[src/rtl/core/line_steering_error_from_frame_assert.svh]
// Assertion macros shared by the line steering error block.
// Expects clk and rst_n in the scope of every module that uses them.
`ifndef LINE_STEERING_ERROR_FROM_FRAME_ASSERT_SVH
`define LINE_STEERING_ERROR_FROM_FRAME_ASSERT_SVH
`ifndef SYNTHESIS
`define LSEF_ASSERT_IMP(label, ante, cons) \
    label: assert property (@(posedge clk) disable iff (!rst_n) (ante) |-> (cons)) \
        else $error("assertion failed");
`define LSEF_ASSERT_NXT(label, ante, cons) \
    label: assert property (@(posedge clk) disable iff (!rst_n) (ante) |=> (cons)) \
        else $error("assertion failed");
`else
`define LSEF_ASSERT_IMP(label, ante, cons)
`define LSEF_ASSERT_NXT(label, ante, cons)
`endif
`endif

[src/rtl/core/lsef_pkg.sv]
// Shared types and constants for the line steering error block.
// No dependencies.
package lsef_pkg;

    localparam int LSEF_BAND_COLS  = 319;
    localparam int LSEF_FRAME_ROWS = 240;

    localparam int PIX_W   = 8;
    localparam int COL_W   = 9;
    localparam int ROW_W   = 8;
    localparam int SUM_W   = 25;
    localparam int CNT_W   = 16;
    localparam int DIR_W   = 9;
    localparam int STEP_W  = $clog2(SUM_W + 1);
    localparam int CFG_A_W = 1;
    localparam int CFG_D_W = 16;

    localparam logic [CFG_A_W-1:0] CFG_THRESHOLD = 1'b0;
    localparam logic [CFG_A_W-1:0] CFG_LIMIT     = 1'b1;

    localparam logic [PIX_W-1:0] THRESHOLD_RST = 8'd128;
    localparam logic [CNT_W-1:0] LIMIT_RST     = 16'd10000;
    localparam logic [CNT_W-1:0] COUNT_MAX     = 16'hFFFF;

    typedef enum logic [1:0] {
        ST_OK    = 2'd0,
        ST_CROSS = 2'd1,
        ST_EMPTY = 2'd2
    } status_t;

    // controller to datapath
    typedef struct packed {
        logic acc_en;
        logic load;
        logic div_step;
        logic out_load;
    } lsef_cmd_t;

    // datapath to controller
    typedef struct packed {
        logic div_done;
    } lsef_sts_t;

endpackage

[src/rtl/core/lsef_dp.sv]
// Datapath: band accumulators, configuration registers, serial divider and
// result register. Depends on lsef_pkg and the assertion header.
`include "line_steering_error_from_frame_assert.svh"
module lsef_dp #(
    parameter int BAND_COLS  = lsef_pkg::LSEF_BAND_COLS,
    parameter int FRAME_ROWS = lsef_pkg::LSEF_FRAME_ROWS
) (
    input  logic                           clk,
    input  logic                           rst_n,
    input  lsef_pkg::lsef_cmd_t            cmd,
    output lsef_pkg::lsef_sts_t            sts,
    input  logic [lsef_pkg::PIX_W-1:0]     pixel,
    input  logic [lsef_pkg::COL_W-1:0]     col,
    input  logic [lsef_pkg::ROW_W-1:0]     row,
    input  logic                           cfg_we,
    input  logic [lsef_pkg::CFG_A_W-1:0]   cfg_addr,
    input  logic [lsef_pkg::CFG_D_W-1:0]   cfg_wdata,
    output logic [lsef_pkg::DIR_W-1:0]     direction,
    output lsef_pkg::status_t              status,
    output logic [lsef_pkg::CNT_W-1:0]     white_pixels
);
    import lsef_pkg::*;

    localparam int TAG_W   = 11;
    localparam int RowLo   = FRAME_ROWS / 4;
    localparam int RowHi   = (FRAME_ROWS / 4) * 3;
    localparam int ColMid  = BAND_COLS / 2;

    logic [PIX_W-1:0]  threshold_reg;
    logic [CNT_W-1:0]  limit_reg;
    logic [SUM_W-1:0]  sum_reg;
    logic [CNT_W-1:0]  count_reg;

    logic [SUM_W-1:0]  quo_reg;
    logic [CNT_W-1:0]  rem_reg;
    logic [CNT_W-1:0]  divisor_reg;
    logic              neg_reg;
    logic [STEP_W-1:0] step_reg;
    status_t           stat_reg;
    logic [CNT_W-1:0]  frame_cnt_reg;

    logic [DIR_W-1:0]  dir_reg;
    status_t           out_stat_reg;
    logic [CNT_W-1:0]  out_cnt_reg;

    logic [TAG_W-1:0]  col_x;
    logic [TAG_W-1:0]  row_x;
    logic              in_band;
    logic              right_half;
    logic [SUM_W-1:0]  pix_x;
    logic [SUM_W-1:0]  sum_new;
    logic [CNT_W-1:0]  count_new;
    status_t           stat_new;
    logic [SUM_W-1:0]  mag_new;
    logic [CNT_W:0]    rem_sh;
    logic [CNT_W:0]    rem_diff;
    logic [DIR_W-1:0]  mag8;
    logic [DIR_W-1:0]  dir_new;

    assign col_x      = {{(TAG_W-COL_W){1'b0}}, col};
    assign row_x      = {{(TAG_W-ROW_W){1'b0}}, row};
    assign in_band    = (col_x < TAG_W'(BAND_COLS)) && (row_x >= TAG_W'(RowLo))
                        && (row_x < TAG_W'(RowHi));
    assign right_half = col_x > TAG_W'(ColMid);
    assign pix_x      = {{(SUM_W-PIX_W){1'b0}}, pixel};

    always_comb
    begin
        sum_new   = sum_reg;
        count_new = count_reg;
        if (in_band)
        begin
            if (pixel > threshold_reg && count_reg != COUNT_MAX)
                count_new = count_reg + 1'b1;
            if (right_half)
                sum_new = sum_reg + pix_x;
            else
                sum_new = sum_reg - pix_x;
        end
    end

    always_comb
    begin
        if (count_new >= limit_reg)
            stat_new = ST_CROSS;
        else if (count_new == '0)
            stat_new = ST_EMPTY;
        else
            stat_new = ST_OK;
    end

    assign mag_new = sum_new[SUM_W-1] ? (~sum_new + 1'b1) : sum_new;

    // restoring division, one quotient bit per step
    assign rem_sh   = {rem_reg, quo_reg[SUM_W-1]};
    assign rem_diff = rem_sh - {1'b0, divisor_reg};

    // quotient mod 256 keeps the dividend's sign
    assign mag8    = {{(DIR_W-8){1'b0}}, quo_reg[7:0]};
    assign dir_new = neg_reg ? (~mag8 + 1'b1) : mag8;

    assign sts.div_done = (step_reg == '0);

    always_ff @(posedge clk or negedge rst_n)
    begin
        if (!rst_n)
        begin
            threshold_reg <= THRESHOLD_RST;
            limit_reg     <= LIMIT_RST;
            sum_reg       <= '0;
            count_reg     <= '0;
            step_reg      <= '0;
            stat_reg      <= ST_OK;
        end
        else
        begin
            if (cfg_we)
            begin
                unique case (cfg_addr)
                    CFG_THRESHOLD: threshold_reg <= cfg_wdata[PIX_W-1:0];
                    CFG_LIMIT:     limit_reg     <= cfg_wdata;
                    default:       ;
                endcase
            end
            if (cmd.load)
            begin
                sum_reg   <= '0;
                count_reg <= '0;
                stat_reg  <= stat_new;
                step_reg  <= (stat_new == ST_OK) ? STEP_W'(SUM_W) : '0;
            end
            else
            begin
                if (cmd.acc_en)
                begin
                    sum_reg   <= sum_new;
                    count_reg <= count_new;
                end
                if (cmd.div_step)
                    step_reg <= step_reg - 1'b1;
            end
        end
    end

    always_ff @(posedge clk)
    begin
        if (cmd.load)
        begin
            quo_reg       <= mag_new;
            rem_reg       <= '0;
            divisor_reg   <= count_new;
            neg_reg       <= sum_new[SUM_W-1];
            frame_cnt_reg <= count_new;
        end
        else if (cmd.div_step)
        begin
            if (!rem_diff[CNT_W])
            begin
                rem_reg <= rem_diff[CNT_W-1:0];
                quo_reg <= {quo_reg[SUM_W-2:0], 1'b1};
            end
            else
            begin
                rem_reg <= rem_sh[CNT_W-1:0];
                quo_reg <= {quo_reg[SUM_W-2:0], 1'b0};
            end
        end
        if (cmd.out_load)
        begin
            dir_reg      <= (stat_reg == ST_OK) ? dir_new : '0;
            out_stat_reg <= stat_reg;
            out_cnt_reg  <= frame_cnt_reg;
        end
    end

    assign direction    = dir_reg;
    assign status       = out_stat_reg;
    assign white_pixels = out_cnt_reg;

    `LSEF_ASSERT_NXT(a_acc_cleared, cmd.load, (sum_reg == '0) && (count_reg == '0))
    `LSEF_ASSERT_IMP(a_div_only_ok, step_reg != '0, stat_reg == ST_OK)
    `LSEF_ASSERT_IMP(a_rem_bound, cmd.div_step, rem_reg < divisor_reg)

endmodule

[src/rtl/core/lsef_ctrl.sv]
// Controller: accepts pixels, sequences the frame-end divide and owns the
// result valid flag. Depends on lsef_pkg and the assertion header.
`include "line_steering_error_from_frame_assert.svh"
module lsef_ctrl (
    input  logic                clk,
    input  logic                rst_n,
    input  logic                s_tvalid,
    input  logic                s_tlast,
    output logic                s_tready,
    output logic                m_tvalid,
    input  logic                m_tready,
    output lsef_pkg::lsef_cmd_t cmd,
    input  lsef_pkg::lsef_sts_t sts
);
    import lsef_pkg::*;

    typedef enum logic [1:0] {
        S_ACC,
        S_DIV,
        S_FIN
    } state_t;

    state_t state_reg;
    state_t state_next;
    logic   m_tvalid_reg;
    logic   out_free;

    assign out_free = !m_tvalid_reg || m_tready;

    always_comb
    begin
        cmd.acc_en   = s_tvalid && (state_reg == S_ACC);
        cmd.load     = cmd.acc_en && s_tlast;
        cmd.div_step = (state_reg == S_DIV) && !sts.div_done;
        cmd.out_load = (state_reg == S_FIN) && out_free;
    end

    always_comb
    begin
        state_next = state_reg;
        unique case (state_reg)
            S_ACC:   if (cmd.load) state_next = S_DIV;
            S_DIV:   if (sts.div_done) state_next = S_FIN;
            S_FIN:   if (out_free) state_next = S_ACC;
            default: state_next = S_ACC;
        endcase
    end

    always_ff @(posedge clk or negedge rst_n)
    begin
        if (!rst_n)
        begin
            state_reg    <= S_ACC;
            m_tvalid_reg <= 1'b0;
        end
        else
        begin
            state_reg <= state_next;
            if (cmd.out_load)
                m_tvalid_reg <= 1'b1;
            else if (m_tready)
                m_tvalid_reg <= 1'b0;
        end
    end

    assign s_tready = (state_reg == S_ACC);
    assign m_tvalid = m_tvalid_reg;

    `LSEF_ASSERT_NXT(a_last_starts_div, cmd.load, state_reg == S_DIV)
    `LSEF_ASSERT_IMP(a_no_overwrite, cmd.out_load, !m_tvalid_reg || m_tready)
    `LSEF_ASSERT_NXT(a_result_shown, cmd.out_load, m_tvalid_reg && state_reg == S_ACC)

endmodule

[src/rtl/core/line_steering_error_from_frame.sv]
// Line steering error from a camera frame.
// Pixels are taken one per cycle while a frame streams in.
// After the pixel marked last, a one-bit-per-cycle restoring divider runs when a divide
// is needed, then the result is loaded once the output is free and result valid rises;
// no pixel is taken in that time. Reset (rst_n, async, active low) clears the
// accumulators and result valid and loads threshold 128 and limit 10000.
module line_steering_error_from_frame #(
    parameter int BAND_COLS  = lsef_pkg::LSEF_BAND_COLS,
    parameter int FRAME_ROWS = lsef_pkg::LSEF_FRAME_ROWS
) (
    input  logic                         clk,
    input  logic                         rst_n,
    input  logic                         s_tvalid,
    output logic                         s_tready,
    input  logic [31:0]                  s_tdata,   // pixel[7:0], col[16:8], row[24:17]
    input  logic                         s_tlast,
    output logic                         m_tvalid,
    input  logic                         m_tready,
    output logic [31:0]                  m_tdata,   // direction[8:0], white_pixels[24:9]
    output logic [1:0]                   m_tuser,   // status[1:0]
    input  logic                         cfg_we,
    input  logic [lsef_pkg::CFG_A_W-1:0] cfg_addr,
    input  logic [lsef_pkg::CFG_D_W-1:0] cfg_wdata
);
    import lsef_pkg::*;

    lsef_cmd_t         cmd;
    lsef_sts_t         sts;
    logic [DIR_W-1:0]  direction;
    status_t           status;
    logic [CNT_W-1:0]  white_pixels;

    lsef_ctrl u_ctrl (
        .clk      (clk),
        .rst_n    (rst_n),
        .s_tvalid (s_tvalid),
        .s_tlast  (s_tlast),
        .s_tready (s_tready),
        .m_tvalid (m_tvalid),
        .m_tready (m_tready),
        .cmd      (cmd),
        .sts      (sts)
    );

    lsef_dp #(
        .BAND_COLS  (BAND_COLS),
        .FRAME_ROWS (FRAME_ROWS)
    ) u_dp (
        .clk          (clk),
        .rst_n        (rst_n),
        .cmd          (cmd),
        .sts          (sts),
        .pixel        (s_tdata[PIX_W-1:0]),
        .col          (s_tdata[PIX_W+COL_W-1:PIX_W]),
        .row          (s_tdata[PIX_W+COL_W+ROW_W-1:PIX_W+COL_W]),
        .cfg_we       (cfg_we),
        .cfg_addr     (cfg_addr),
        .cfg_wdata    (cfg_wdata),
        .direction    (direction),
        .status       (status),
        .white_pixels (white_pixels)
    );

    assign m_tdata = {{(32-DIR_W-CNT_W){1'b0}}, white_pixels, direction};
    assign m_tuser = status;

endmodule
[config.mk]
export PLATFORM = sky130hd
export DESIGN_NAME = line_steering_error_from_frame
export DESIGN_NICKNAME = d
export VERILOG_FILES = /design/src/rtl/core/lsef_pkg.sv /design/src/rtl/core/lsef_dp.sv /design/src/rtl/core/lsef_ctrl.sv /design/src/rtl/core/line_steering_error_from_frame.sv
export VERILOG_INCLUDE_DIRS = /design/src /design/src/rtl/core
export SDC_FILE = /design/constraint.sdc
export NUM_CORES = 1
export LEC_CHECK = 0
export BUFFER_PORTS_ARGS = -buffer_cell sky130_fd_sc_hd__clkbuf_2
export CORE_ASPECT_RATIO = 1.2
export CORE_MARGIN = 5
export CORE_UTILIZATION = 61
export CTS_BUF_LIST = sky130_fd_sc_hd__clkbuf_4 sky130_fd_sc_hd__clkbuf_8 sky130_fd_sc_hd__clkbuf_16
export DETAILED_ROUTE_END_ITERATION = 16
export PLACE_DENSITY = 0.81
export SETUP_SLACK_MARGIN = 0.2
export SLEW_MARGIN = 25
export SYNTH_ARGS = -nofsm -noshare
export SYNTH_HDL_FRONTEND = slang
export SYNTH_SLANG_ARGS = --single-unit
[constraint.sdc]
create_clock -name clk -period 5.53 [get_ports clk]
set_input_delay 1.106 -clock clk [delete_from_list [all_inputs] [get_ports clk]]
set_output_delay 1.106 -clock clk [all_outputs]
set_load 0.02 [all_outputs]
==> flow_summary_export.csv <==
group,metric,value,unit
run_status,outcome,"finished, final reports clean",
yosys,netlist_top_cells_area,"edfxtp_1, dfrtp_1, ha_1",
global_routing,grt_overflow,0,
yosys,yosysSeqAreaShare,39.31,%
worst_setup_path,path_cells,"clkbuf_2, nor3_1, nand2_1, nor3_1, ha_1, a21oi_1, ha_1, a21oi_1, o21ai_1, a41o_1, or3_1, nand3_1, nand4b_1, nor4_2, a32oi_1, xnor2_1, mux2_2",
yosys,async_flop_share,46.88,%
yosys,synth-edff-count,69,
clock_network,clk_latency,0.43,ns
floorplanning,die_w,131.9,µm
floorplanning,fp.dieH,156.3,µm
power_and_ir_drop,power.share.clock,20.6,%
worst_setup_path,crit_path_end_kind,"flip-flop",
placement,dp_hpwl,18460,µm
timing,skew,0.01200,ns
finish,antenna_cells,0,
routing,viasPerCell,6.170,
yosys,synth_common_cells,"nand2_1, o21ai_0, ha_1, nor2_1",
yosys,netlist_instances,1155,
worst_setup_path,arrival,5.09,ns
finish,drive_above_1_share,15.87,%
job,maxCapViolCount,0,
floorplanning,coreArea,17510,µm²
global_routing,grt_pass1_vias,8667,
yosys,avgSynthCellArea,9.418,µm²
routing,drt_wl_total,24990,µm
worst_setup_path,critPathTopFamily,"simple AND/OR/NAND/NOR gates",
finish,multi_input_area,6065,µm²
placement,place_congestion,0.9373,
worst_setup_path,cp_max_fo,5,
routing,vias,8978,
worst_setup_path,timing.rr.start,"u_dp.threshold_reg[7]",
worst_setup_path,cp_num_buf_inv,1,
power_and_ir_drop,p_comb_share,47.0,%
clock_network,cts_tree,"yes",
timing,setup_tns,0,ns
global_routing,antenna_found_initial,0,
clock_network,cts_made_buffers,17,
power_and_ir_drop,finalPower,0.005834,W
placement,numPortBuffers,74,
floorplanning,die_area,20610,µm²
clock_network,cts_hold_buffers,0,
power_and_ir_drop,p_seq_share,32.4,%
yosys,yosys_most_used_dff,"edfxtp_1",
global_routing,grt_max_degree,76,
timing,rsz0062_at_grt,"false",
clock_network,cts_root_buf,"clkbuf_16",
routing,wl_per_cell,17.18,µm
routing,dr.pass1.iters,6,
timing,timing.final.ws_setup,0.6258,ns
floorplanning,ios,91,
clock_network,htree_levels,4,
clock_network,postCtsSetupRepairBufs,0,
finish,stdcell_area,12050,µm²
timing,drv_slew,0,
routing,antenna_left,0,
power_and_ir_drop,peakVddDrop,0.2861,mV
timing,fmax,203.9,MHz
worst_setup_path,required,5.71,ns
power_and_ir_drop,p_sw,0.002405,W
routing,remaining_drc_errors,0,
worst_setup_path,path_class,"in -> reg",
yosys,synth-seq-cells,160,
floorplanning,row_count,53,
finish,regArea,4277,µm²
placement,pre_cts_slack,0.2428,ns
placement,placed_area,11450,µm²
min_path,hold_path.class,"reg -> reg",
clock_network,clockBufferDepth,2,
yosys,netlist.area_leader.share,19.05,%
worst_setup_path,crit_start,"s_tdata[4]",
power_and_ir_drop,p_leak,5.422,nW
finish,area_growth,10.74,%
timing,hold_viol,0,
routing,drtIter0Drc,659,
power_and_ir_drop,power.density,484.3,nW/µm²
yosys,synth_most_common_cell,"nand2_1",
yosys,ys.warnings.count,0,
yosys,ys_types,96,
worst_setup_path,worstSetupStartpointType,"input port",
worst_setup_path,crit_slowest_cell,"nor4_2",
power_and_ir_drop,power.internal,0.003430,W
clock_network,path_clk_slew,0.07,ns
global_routing,grt_use_total,24.50,%
clock_network,clock_sinks,160,
finish,fin_nets,1350,
worst_setup_path,crit_path_max_incr_delay,0.42,ns
clock_network,cts_resized,0,
timing,setup_viol_count_final,0,
finish,fillerInstances,1354,
floorplanning,initial_core_util,62.14,%
timing,tightest_slew,0.9940,ns
timing,finalCritPeriodShare,88.68,%
global_routing,grt_pass1_wl,41950,µm
yosys,yosys.area.top_type,"edfxtp_1",
power_and_ir_drop,switching_share,41.21,%
timing,max_slew_margin,33.66,%
min_path,hold_start,"u_dp.divisor_reg[13]",
yosys,netlist_area,10880,µm²
timing,fin_crit,4.904,ns
## worst paths after layout
path	depth (start not counted)	slack, ns	endpoint
setup / recovery	17	0.63	u_dp.quo_reg[21]
hold / removal	0	0.46	u_dp.white_pixels[13]
setup reg to reg	18	1.19	u_dp.step_reg[0]
hold reg to reg	0	0.46	u_dp.white_pixels[13]
max in group asynchronous	1	4.32	u_dp.count_reg[8]
min in group asynchronous	1	0.67	u_dp.sum_reg[17]
## logic make-up after synthesis
kind of cell | count (synthesis) | synth area share (%)
buffers and inverters | 128 | 5.383
muxes | 49 | 4.911
adders and majority gates | 73 | 8.535
xor gates and xnor gates | 68 | 5.475
and+or+nand+nor | 352 | 15.84
other | 1 | 0.03447
AOI/OAI and AO/OA | 324 | 20.51
DFF | 160 | 39.31
## stage by stage
stage                     hold WS (ns)  utilization (%)  std cells
final                           0.4579            68.81       1455
after global routing            0.4823            68.81       1455
after CTS                       0.4540            68.79       1455
after detailed placement        0.4440            65.41       1423
after global placement          0.4378            65.41       1423
after floorplan                 0.4264                -       1161
## power by group through the flow
stage	sequential [W]	combinational [W]	clock, W
after global placement	0.00189	0.00261	0
final	0.00189	0.00274	0.00120
after CTS	0.00189	0.00271	0.00121
after floorplan	0.00184	0.00210	0
after detailed placement	0.00191	0.00269	0
after global routing	0.00193	0.00305	0.00127
## final cells by class
class                      count  area share [%]
clock inverter                13           1.257
clock buffer                  19           3.656
tap                          220           2.285
sequential                   160           35.50
inverter                      69           2.150
multi-input combinational    873           50.34
timing repair buffer         101           4.809
## worst register-to-register path, stage by stage, from the launching register on
cell       delay, ns
dfstp_2         0.52
inv_1           0.06
ha_1            0.29
and3_1          0.17
o21ai_0         0.08
o21ai_0         0.32
and4_1          0.28
buf_4           0.22
nand2_1         0.11
xnor2_1         0.34
ha_1            0.31
a21o_1          0.15
a21o_1          0.18
a21o_1          0.18
a2111oi_0       0.40
o211ai_1        0.25
nand2_1         0.15
nand2_1         0.10
a22oi_1         0.15
## placed cells by master (no fill, tap or decap), drive strengths merged, types with 6 or more instances in the layout
cell and count:
nand2 136, o21ai 103, clkbuf 92, inv 74, ha 71, nor2 70
dfrtp 69, edfxtp 69, a21oi 50, xnor2 38, xor2 30, buf 28
nand3 27, mux2i 27, mux2 22, a21o 22, nor3 19, o31ai 18
a22o 17, nand4 16, dfxtp 16, o21a 14, nor2b 14, and3 13
nand2b 12, or3 12, o211ai 12, a31oi 9, a2111oi 8, conb 7
a211oi 7, and2 7, dfstp 6, a21boi 6
## metal layers
metal  track usage [%]  vias to the layer above  share of wire, %
met4             8.231                        0               2.0
li1                  -                     4341                 -
met3             5.338                       42               6.3
met1             32.97                     4244                45
met5                 0                        -                 0
met2             39.63                      351                47
No activity file was read; power rests on OpenSTA's default activity.
